==> src/ir_pulse_width_transmitter_top_assert.svh <==
// ----------------------------------------------------------------------------
// IR pulse-width transmitter assertion macros
// Concurrent assertion wrappers used by the RTL; empty when NO_ASSERTIONS.
// ----------------------------------------------------------------------------
`ifndef IR_PULSE_WIDTH_TRANSMITTER_TOP_ASSERT_SVH
`define IR_PULSE_WIDTH_TRANSMITTER_TOP_ASSERT_SVH

`ifndef NO_ASSERTIONS

`define IRPWT_ASSERT(lbl, prop, msg) \
  lbl: assert property (@(posedge clk) disable iff (!rst_n) prop) else $error(msg);

`define IRPWT_ASSERT_ALWAYS(lbl, prop, msg) \
  lbl: assert property (@(posedge clk) prop) else $error(msg);

`else

`define IRPWT_ASSERT(lbl, prop, msg)

`define IRPWT_ASSERT_ALWAYS(lbl, prop, msg)

`endif

`endif

==> src/irpwt_pkg.sv <==
// ----------------------------------------------------------------------------
// IR pulse-width transmitter package
// Shared types and constants for the transmitter pipeline.
// ----------------------------------------------------------------------------
`default_nettype none

package irpwt_pkg;

  localparam int unsigned BIT_COUNT_DEF = 16;

  localparam int unsigned CHUNK_W = 6;
  localparam int unsigned TICK_W  = 12;
  localparam int unsigned WORD_W  = 16;
  localparam int unsigned DAC_W   = 12;
  localparam int unsigned PCT_W   = 7;
  localparam int unsigned TOP_W   = 16;
  localparam int unsigned CMP_W   = 15;
  localparam int unsigned PROD_W  = CMP_W + PCT_W;

  localparam logic [TOP_W-1:0]  CARRIER_TOP_RST = 16'd1799;

  localparam logic [TICK_W-1:0] HEADER_MARK_TICKS = 12'd2400;
  localparam logic [TICK_W-1:0] ONE_MARK_TICKS    = 12'd1200;
  localparam logic [TICK_W-1:0] SHORT_TICKS       = 12'd600;

  localparam logic [PCT_W-1:0]  PCT_MAX = 7'd100;

  // floor(x / 100) == (x * DIV_MUL) >> DIV_SHIFT for x < 2**22
  localparam int unsigned       DIV_MUL_W = 23;
  localparam logic [DIV_MUL_W-1:0] DIV_MUL = 23'd5368710;
  localparam int unsigned       DIV_SHIFT = 29;
  localparam int unsigned       DIV_FULL_W = PROD_W + DIV_MUL_W;

  typedef enum logic {
    FUNC_START = 1'b0,
    FUNC_TICK  = 1'b1
  } func_t;

  typedef struct packed {
    func_t              func;
    logic [WORD_W-1:0]  data_word;
    logic [DAC_W-1:0]   dac_current;
    logic [PCT_W-1:0]   pwm_percent;
  } item_t;

  typedef struct packed {
    logic               mark_on;
    logic [PROD_W-1:0]  prod;
    logic [DAC_W-1:0]   dac_level;
    logic               busy_res;
    logic               tx_done;
  } mid_t;

endpackage

`default_nettype wire

==> src/irpwt_seq.sv <==
// ----------------------------------------------------------------------------
// IR pulse-width transmitter chunk sequencer
// Holds the transmission state and advances it by one transaction per cycle while the result side accepts.
// ----------------------------------------------------------------------------
`default_nettype none

`include "ir_pulse_width_transmitter_top_assert.svh"

module irpwt_seq #(
  parameter int unsigned BIT_COUNT = irpwt_pkg::BIT_COUNT_DEF
) (
  input  wire logic                        clk,
  input  wire logic                        rst_n,
  input  wire logic [irpwt_pkg::TOP_W-1:0] carrier_top,
  input  wire logic                        item_valid,
  input  wire irpwt_pkg::item_t            item,
  output logic                             item_ready,
  output logic                             mid_valid,
  output irpwt_pkg::mid_t                  mid,
  input  wire logic                        mid_ready
);

  localparam logic [irpwt_pkg::CHUNK_W-1:0] LAST_CHUNK =
    irpwt_pkg::CHUNK_W'(2 * BIT_COUNT + 1);

  function automatic logic is_mark(input logic [irpwt_pkg::CHUNK_W-1:0] k);
    is_mark = (k != irpwt_pkg::CHUNK_W'(1)) && !k[0];
  endfunction

  logic [irpwt_pkg::CHUNK_W-1:0] chunk_r, chunk_nxt;
  logic [irpwt_pkg::TICK_W-1:0]  tick_r, tick_nxt, tick_inc, dur;
  logic [irpwt_pkg::WORD_W-1:0]  shift_r, shift_nxt;
  logic [irpwt_pkg::PROD_W-1:0]  prod_r, prod_nxt;
  logic [irpwt_pkg::DAC_W-1:0]   drive_r, drive_nxt;
  logic                          active_r, active_nxt;
  logic                          done;
  logic [irpwt_pkg::PCT_W-1:0]   pct_sat;
  logic                          load;
  logic                          mid_valid_r, mid_valid_nxt;
  irpwt_pkg::mid_t               mid_r, mid_nxt;

  assign item_ready = !mid_valid_r || mid_ready;
  assign load       = item_valid && item_ready;
  assign mid_valid  = mid_valid_r;
  assign mid        = mid_r;

  assign pct_sat  = (item.pwm_percent > irpwt_pkg::PCT_MAX) ? irpwt_pkg::PCT_MAX
                                                            : item.pwm_percent;
  assign tick_inc = tick_r + irpwt_pkg::TICK_W'(1);

  always_comb begin
    if (chunk_r == '0) begin
      dur = irpwt_pkg::HEADER_MARK_TICKS;
    end else if (is_mark(chunk_r) && shift_r[irpwt_pkg::WORD_W-1]) begin
      dur = irpwt_pkg::ONE_MARK_TICKS;
    end else begin
      dur = irpwt_pkg::SHORT_TICKS;
    end
  end

  always_comb begin
    chunk_nxt  = chunk_r;
    tick_nxt   = tick_r;
    shift_nxt  = shift_r;
    prod_nxt   = prod_r;
    drive_nxt  = drive_r;
    active_nxt = active_r;
    done       = 1'b0;
    if (load) begin
      if (item.func == irpwt_pkg::FUNC_START) begin
        shift_nxt  = item.data_word;
        drive_nxt  = item.dac_current;
        prod_nxt   = irpwt_pkg::PROD_W'(carrier_top[irpwt_pkg::TOP_W-1:1]) *
                     irpwt_pkg::PROD_W'(pct_sat);
        chunk_nxt  = '0;
        tick_nxt   = '0;
        active_nxt = 1'b1;
      end else if (active_r) begin
        if (tick_inc >= dur) begin
          tick_nxt = '0;
          if (chunk_r >= LAST_CHUNK) begin
            active_nxt = 1'b0;
            done       = 1'b1;
          end else begin
            chunk_nxt = chunk_r + irpwt_pkg::CHUNK_W'(1);
          end
          if (chunk_r != '0 && is_mark(chunk_r)) begin
            shift_nxt = {shift_r[irpwt_pkg::WORD_W-2:0], 1'b0};
          end
        end else begin
          tick_nxt = tick_inc;
        end
      end
    end
  end

  always_comb begin
    mid_nxt.mark_on   = active_nxt && is_mark(chunk_nxt);
    mid_nxt.prod      = mid_nxt.mark_on ? prod_nxt : '0;
    mid_nxt.dac_level = mid_nxt.mark_on ? drive_nxt : '0;
    mid_nxt.busy_res  = active_nxt;
    mid_nxt.tx_done   = done;
    mid_valid_nxt     = item_ready ? item_valid : mid_valid_r;
  end

  always_ff @(posedge clk) begin
    if (!rst_n) begin
      chunk_r     <= '0;
      tick_r      <= '0;
      shift_r     <= '0;
      prod_r      <= '0;
      drive_r     <= '0;
      active_r    <= 1'b0;
      mid_valid_r <= 1'b0;
    end else begin
      chunk_r     <= chunk_nxt;
      tick_r      <= tick_nxt;
      shift_r     <= shift_nxt;
      prod_r      <= prod_nxt;
      drive_r     <= drive_nxt;
      active_r    <= active_nxt;
      mid_valid_r <= mid_valid_nxt;
    end
  end

  always_ff @(posedge clk) begin
    if (load) begin
      mid_r <= mid_nxt;
    end
  end

  `IRPWT_ASSERT(a_done_ends_busy, mid_valid_r && mid_r.tx_done |-> !mid_r.busy_res, "done while busy")
  `IRPWT_ASSERT(a_mark_needs_busy, mid_valid_r && mid_r.mark_on |-> mid_r.busy_res, "mark while idle")
  `IRPWT_ASSERT(a_chunk_range, active_r |-> chunk_r <= LAST_CHUNK, "chunk index out of range")
  `IRPWT_ASSERT(a_tick_range, tick_r < irpwt_pkg::HEADER_MARK_TICKS, "tick count overrun")
  `IRPWT_ASSERT(a_idle_holds, !active_r && !(load && item.func == irpwt_pkg::FUNC_START) |=> !active_r, "spurious restart")

endmodule

`default_nettype wire

==> src/irpwt_scale.sv <==
// ----------------------------------------------------------------------------
// IR pulse-width transmitter compare scaling and result register
// Divides the duty product by 100 and holds the result transaction.
// ----------------------------------------------------------------------------
`default_nettype none

module irpwt_scale (
  input  wire logic            clk,
  input  wire logic            rst_n,
  input  wire logic            mid_valid,
  input  wire irpwt_pkg::mid_t mid,
  output logic                 mid_ready,
  output logic                 out_tvalid,
  input  wire logic            out_tready,
  output logic [31:0]          out_tdata  // mark_on, pwm_compare, dac_level, busy_res, tx_done
);

  logic [irpwt_pkg::DIV_FULL_W-1:0] q_full;
  logic [irpwt_pkg::CMP_W-1:0]      cmp_r;
  logic [irpwt_pkg::DAC_W-1:0]      dac_r;
  logic                             mark_r, busy_r, done_r;
  logic                             valid_r, valid_nxt;

  assign mid_ready = !valid_r || out_tready;
  assign valid_nxt = mid_ready ? mid_valid : valid_r;
  assign q_full    = irpwt_pkg::DIV_FULL_W'(mid.prod) *
                     irpwt_pkg::DIV_FULL_W'(irpwt_pkg::DIV_MUL);

  always_ff @(posedge clk) begin
    if (!rst_n) begin
      valid_r <= 1'b0;
    end else begin
      valid_r <= valid_nxt;
    end
  end

  always_ff @(posedge clk) begin
    if (mid_valid && mid_ready) begin
      cmp_r  <= q_full[irpwt_pkg::DIV_SHIFT +: irpwt_pkg::CMP_W];
      dac_r  <= mid.dac_level;
      mark_r <= mid.mark_on;
      busy_r <= mid.busy_res;
      done_r <= mid.tx_done;
    end
  end

  assign out_tvalid = valid_r;
  assign out_tdata  = {2'b00, done_r, busy_r, dac_r, cmp_r, mark_r};

endmodule

`default_nettype wire

==> src/ir_pulse_width_transmitter_top.sv <==
// ----------------------------------------------------------------------------
// IR pulse-width transmitter top level
// Pulse-width coded IR word transmitter with carrier duty and DAC drive.
// ----------------------------------------------------------------------------
// One transaction is taken every clock cycle while the result side keeps up.
// Each produces exactly one result, and out_tvalid rises after it passes all
// stages. There are three register stages: an input register, the chunk
// sequencer stage (with the duty product multiplier) and the divide-by-100
// reciprocal multiplier in front of the result register.
// Write carrier_top only while no transaction is in flight.
`default_nettype none

module ir_pulse_width_transmitter_top #(
  parameter int unsigned BIT_COUNT = irpwt_pkg::BIT_COUNT_DEF
) (
  input  wire logic        clk,
  input  wire logic        rst_n,
  input  wire logic        cfg_wr_en,
  input  wire logic [15:0] cfg_wr_data,  // carrier_top
  input  wire logic        in_tvalid,
  output logic             in_tready,
  input  wire logic [39:0] in_tdata,     // data_word, dac_current, pwm_percent
  input  wire logic        in_tuser,     // func
  output logic             out_tvalid,
  input  wire logic        out_tready,
  output logic [31:0]      out_tdata     // mark_on, pwm_compare, dac_level, busy_res, tx_done
);

  logic [irpwt_pkg::TOP_W-1:0] carrier_top_r;
  logic                        s1_valid_r, s1_valid_nxt;
  irpwt_pkg::item_t            s1_item_r;
  logic                        s1_ready;
  logic                        mid_valid, mid_ready;
  irpwt_pkg::mid_t             mid;

  assign in_tready    = !s1_valid_r || s1_ready;
  assign s1_valid_nxt = in_tready ? in_tvalid : s1_valid_r;

  always_ff @(posedge clk) begin
    if (!rst_n) begin
      carrier_top_r <= irpwt_pkg::CARRIER_TOP_RST;
      s1_valid_r    <= 1'b0;
    end else begin
      if (cfg_wr_en) begin
        carrier_top_r <= cfg_wr_data;
      end
      s1_valid_r <= s1_valid_nxt;
    end
  end

  always_ff @(posedge clk) begin
    if (in_tvalid && in_tready) begin
      s1_item_r.func        <= irpwt_pkg::func_t'(in_tuser);
      s1_item_r.data_word   <= in_tdata[15:0];
      s1_item_r.dac_current <= in_tdata[27:16];
      s1_item_r.pwm_percent <= in_tdata[34:28];
    end
  end

  irpwt_seq #(
    .BIT_COUNT(BIT_COUNT)
  ) u_seq (
    .clk        (clk),
    .rst_n      (rst_n),
    .carrier_top(carrier_top_r),
    .item_valid (s1_valid_r),
    .item       (s1_item_r),
    .item_ready (s1_ready),
    .mid_valid  (mid_valid),
    .mid        (mid),
    .mid_ready  (mid_ready)
  );

  irpwt_scale u_scale (
    .clk       (clk),
    .rst_n     (rst_n),
    .mid_valid (mid_valid),
    .mid       (mid),
    .mid_ready (mid_ready),
    .out_tvalid(out_tvalid),
    .out_tready(out_tready),
    .out_tdata (out_tdata)
  );

endmodule

`default_nettype wire
==> config.mk <==
export PLATFORM = sky130hd
export DESIGN_NAME = ir_pulse_width_transmitter_top
export DESIGN_NICKNAME = d
export VERILOG_FILES = /design/src/irpwt_pkg.sv /design/src/irpwt_seq.sv /design/src/irpwt_scale.sv /design/src/ir_pulse_width_transmitter_top.sv
export VERILOG_INCLUDE_DIRS = /design/src /design/src/src
export SDC_FILE = /design/constraint.sdc
export NUM_CORES = 1
export LEC_CHECK = 0
export ABC_AREA = 1
export BUFFER_PORTS_ARGS = -buffer_cell sky130_fd_sc_hd__buf_2
export CAP_MARGIN = 20
export CORE_UTILIZATION = 50
export CTS_CLUSTER_DIAMETER = 80
export DETAILED_ROUTE_END_ITERATION = 10
export PLACE_DENSITY = 0.67
export SYNTH_ARGS = -nofsm -noshare
export SYNTH_HDL_FRONTEND = slang
export SYNTH_HIERARCHICAL = 1
export SYNTH_SLANG_ARGS = --single-unit
export TNS_END_PERCENT = 30
==> constraint.sdc <==
create_clock -name clk -period 7.1 [get_ports clk]
set_input_delay 0.355 -clock clk [delete_from_list [all_inputs] [get_ports clk]]
set_output_delay 0.355 -clock clk [all_outputs]
set_load 0.02 [all_outputs]
==> results.md <==
- Final Max Tran Viols: 0
- Worst-path cell chain: ha_1, fa_1, inv_1, fa_1, inv_1, fa_1, fa_1, fa_1, inv_1, fa_1, inv_1, ha_1, nand2_1, inv_1, a21oi_1, and2_1, nor2_1, nor2_1, nand2_1, nand2_1, nand2_1
- Leakage power: 12.8 nW
- Run status: finished, final reports clean
- Number of hold buffers added after cts: 26
- CP Data Arrival Time: 6.16 ns
- Gr ovfl total: 0
- Slowest cell on the critical path: edfxtp_1
- Vias in the first global route: 17100
- H-tree Lvls: 4
- Initial Util: 0.508
- Clk buf depth: 2
- Crit path kind: flop to flop
- Synth Area per Inst: 8.11 um2
- Clock Skew: 0.0147 ns
- Reg2reg setup slack: 1.17 ns
- Period Utilization, post-route: 0.835
- I/O Pins: 96
- Core ar.: 0.0420 mm2
- Slew @ Worst Pin: 0.893 ns
- Setup Buffers After CTS: 0
- Resize count post-CTS: 0
- Clk_lat worst skew: 0.49 ns
- Post-route minimum period: 5.93 ns
- Post-DP HPWL: 39.4 mm
- Cells after Synth: 2634
- Final #Nets: 3326
- Hold Vio Cnt, Final: 0
- Mapped cell area: 0.0214 mm2
- Wire per inst: 14.3 um
- PortBufs: 87
- Chip height: 209 um
- Routed length on met3: 1.70 mm
- P per Cell Area: 424 mW/mm2
- Met1 WL: 20.7 mm
- Initial drt markers: 764
- RSZ-0062 raised after global routing: false
- Relative slew slack: 0.402
- Max cap viols: 0
- TritonCTS Buffers: 17
- Die Wd: 209 um
- Setup crit end kind: flop
- Total die area: 0.0436 mm2
- Clk sinks: 190
- Vias/cell: 4.87
- Top cell by count, worst path: fa_1
- Min-Delay Path Class: primary input to flop
- Peak VDD IR: 0.000544 V
- Synthesis-to-layout area growth: 8.63%
- Clock slew at reported path FFs: 0.08 ns
- Pin count of the biggest net entering global routing: 44
- Layout cells sized above 1: 0.0684
- Via Count: 16000
- Warnings, synthesis: 6
- Gr usage total: 0.236
- GP Congestion: 0.935
- Max FO, Critical Path: 8
- Crit path launch type: flop
- Remaining DRCs: 0
- Maximum clock frequency: 0.169 GHz
- Initial antenna violation count: 0
- Row cnt: 75
- Top layer in use: met4
- Worst path max stage delay: 0.62 ns
- Final ANT Viol Nets: 0
- Setup tns final: 0 ns
- Detailed Route WL: 47.0 mm
- N_diodes: 0
- First-pass GRT wire length: 81.2 mm
- DR WL met2: 23.0 mm
- Final Setup Violations: 0
- Drt first pass iters: 5
- Final Core Density: 0.552
- Root Buffer: clkbuf_16
- WP data required: 7.33 ns
- CTS tree: yes
## state kept, by name, summed over array words and instances, names as in the netlist
| signal | flops |
|---|---|
| u_seq/chunk_r | 6 |
| u_scale/done_r | 1 |
| s1_item_r | 36 |
| u_seq/shift_r | 16 |
| u_scale/out_tvalid | 1 |
| u_seq/active_r | 1 |
| u_seq/drive_r | 12 |
| u_seq/prod_r | 22 |
| u_scale/mark_r | 1 |
| carrier_top_r | 15 |
| u_seq/tick_r | 12 |
| u_seq/mid | 37 |
| u_scale/cmp_r | 15 |
| u_scale/busy_r | 1 |
| u_scale/dac_r | 12 |
| s1_valid_r | 1 |
| u_seq/mid_valid | 1 |
## placed cells by master, fill, tap and decap left out, types with 4 or more instances in the layout
master,instances
inv_1,697
nand2_1,592
ha_1,288
nor2_1,251
fa_1,241
edfxtp_1,103
dfxtp_1,87
buf_2,87
nand3_1,81
a21oi_1,55
o21ai_0,48
dlygate4sd3_1,26
mux2i_1,21
clkbuf_16,18
nand2_2,14
nand4_1,14
nor2_2,12
xor2_1,12
or2_2,11
nor3_1,10
inv_2,7
o21bai_1,6
xnor2_1,6
clkinv_8,5
nor2_4,5
and2_1,5
buf_4,4
a21o_1,4
## critical path, delay by kind of cell, from the launching register on
kind | cells | cell delay (ns)
buffers and inverters | 5 | 0.28
adder cells (fa/ha/maj) | 8 | 3.89
AO/OA/AOI/OAI | 1 | 0.19
AND/OR/NAND/NOR | 7 | 0.70
flip-flops | 1 | 0.62
## power breakdown
part           internal [W]  switching (W)  total (W)
Sequential          0.00133      0.0000570    0.00139
Clock              0.000496       0.000495   0.000992
Combinational       0.00259        0.00487    0.00746
Total               0.00441        0.00542    0.00984
## routing by layer
layer,vias to the layer above,track usage
li1,8089,-
met1,7542,0.286
met2,276,0.413
met3,87,0.0368
met4,0,0.104
met5,-,0
## stage by stage
stage / power (W) / std cells / setup slack (ns) / hold WS, ns / cell area (um2)
after CTS: 0.00992 / 3286 / 1.18 / 0.000104 / 23200
after global placement: 0.00873 / 3228 / 1.23 / 0.404 / 22300
after floorplan: 0.00705 / 2635 / 1.65 / 0.400 / 21400
final: 0.00984 / 3287 / 1.17 / 0.0429 / 23200
after detailed placement: 0.00883 / 3228 / 1.18 / 0.405 / 22300
after global routing: 0.0111 / 3287 / 0.893 / 0.0150 / 23200
## path summary, 6_finish.rpt
| path | end | depth (start not counted) | from |
|---|---|---|---|
| max | u_scale/cmp_r[3]$_DFFE_PP_ | 21 | u_seq/mid[24]$_SDFFCE_PN0P_ |
| min | s1_item_r[11]$_DFFE_PP_ | 1 | in_tdata[20] |
| max reg2reg | u_scale/cmp_r[3]$_DFFE_PP_ | 21 | u_seq/mid[24]$_SDFFCE_PN0P_ |
| min reg2reg | u_scale/dac_r[4]$_DFFE_PP_ | 0 | u_seq/mid[6]$_SDFFCE_PN0P_ |
## layout make-up
cell class | count | area, um2
Clock buffer | 19 | 454
Clock inverter | 13 | 165
Sequential cell | 190 | 4830
Fill cell | 3900 | 18800
Multi-Input combinational cell | 1702 | 13700
Tap cell | 539 | 674
Inverter | 706 | 2650
Timing Repair Buffer | 118 | 746
Note: power is estimated with default switching activity, not from simulation.
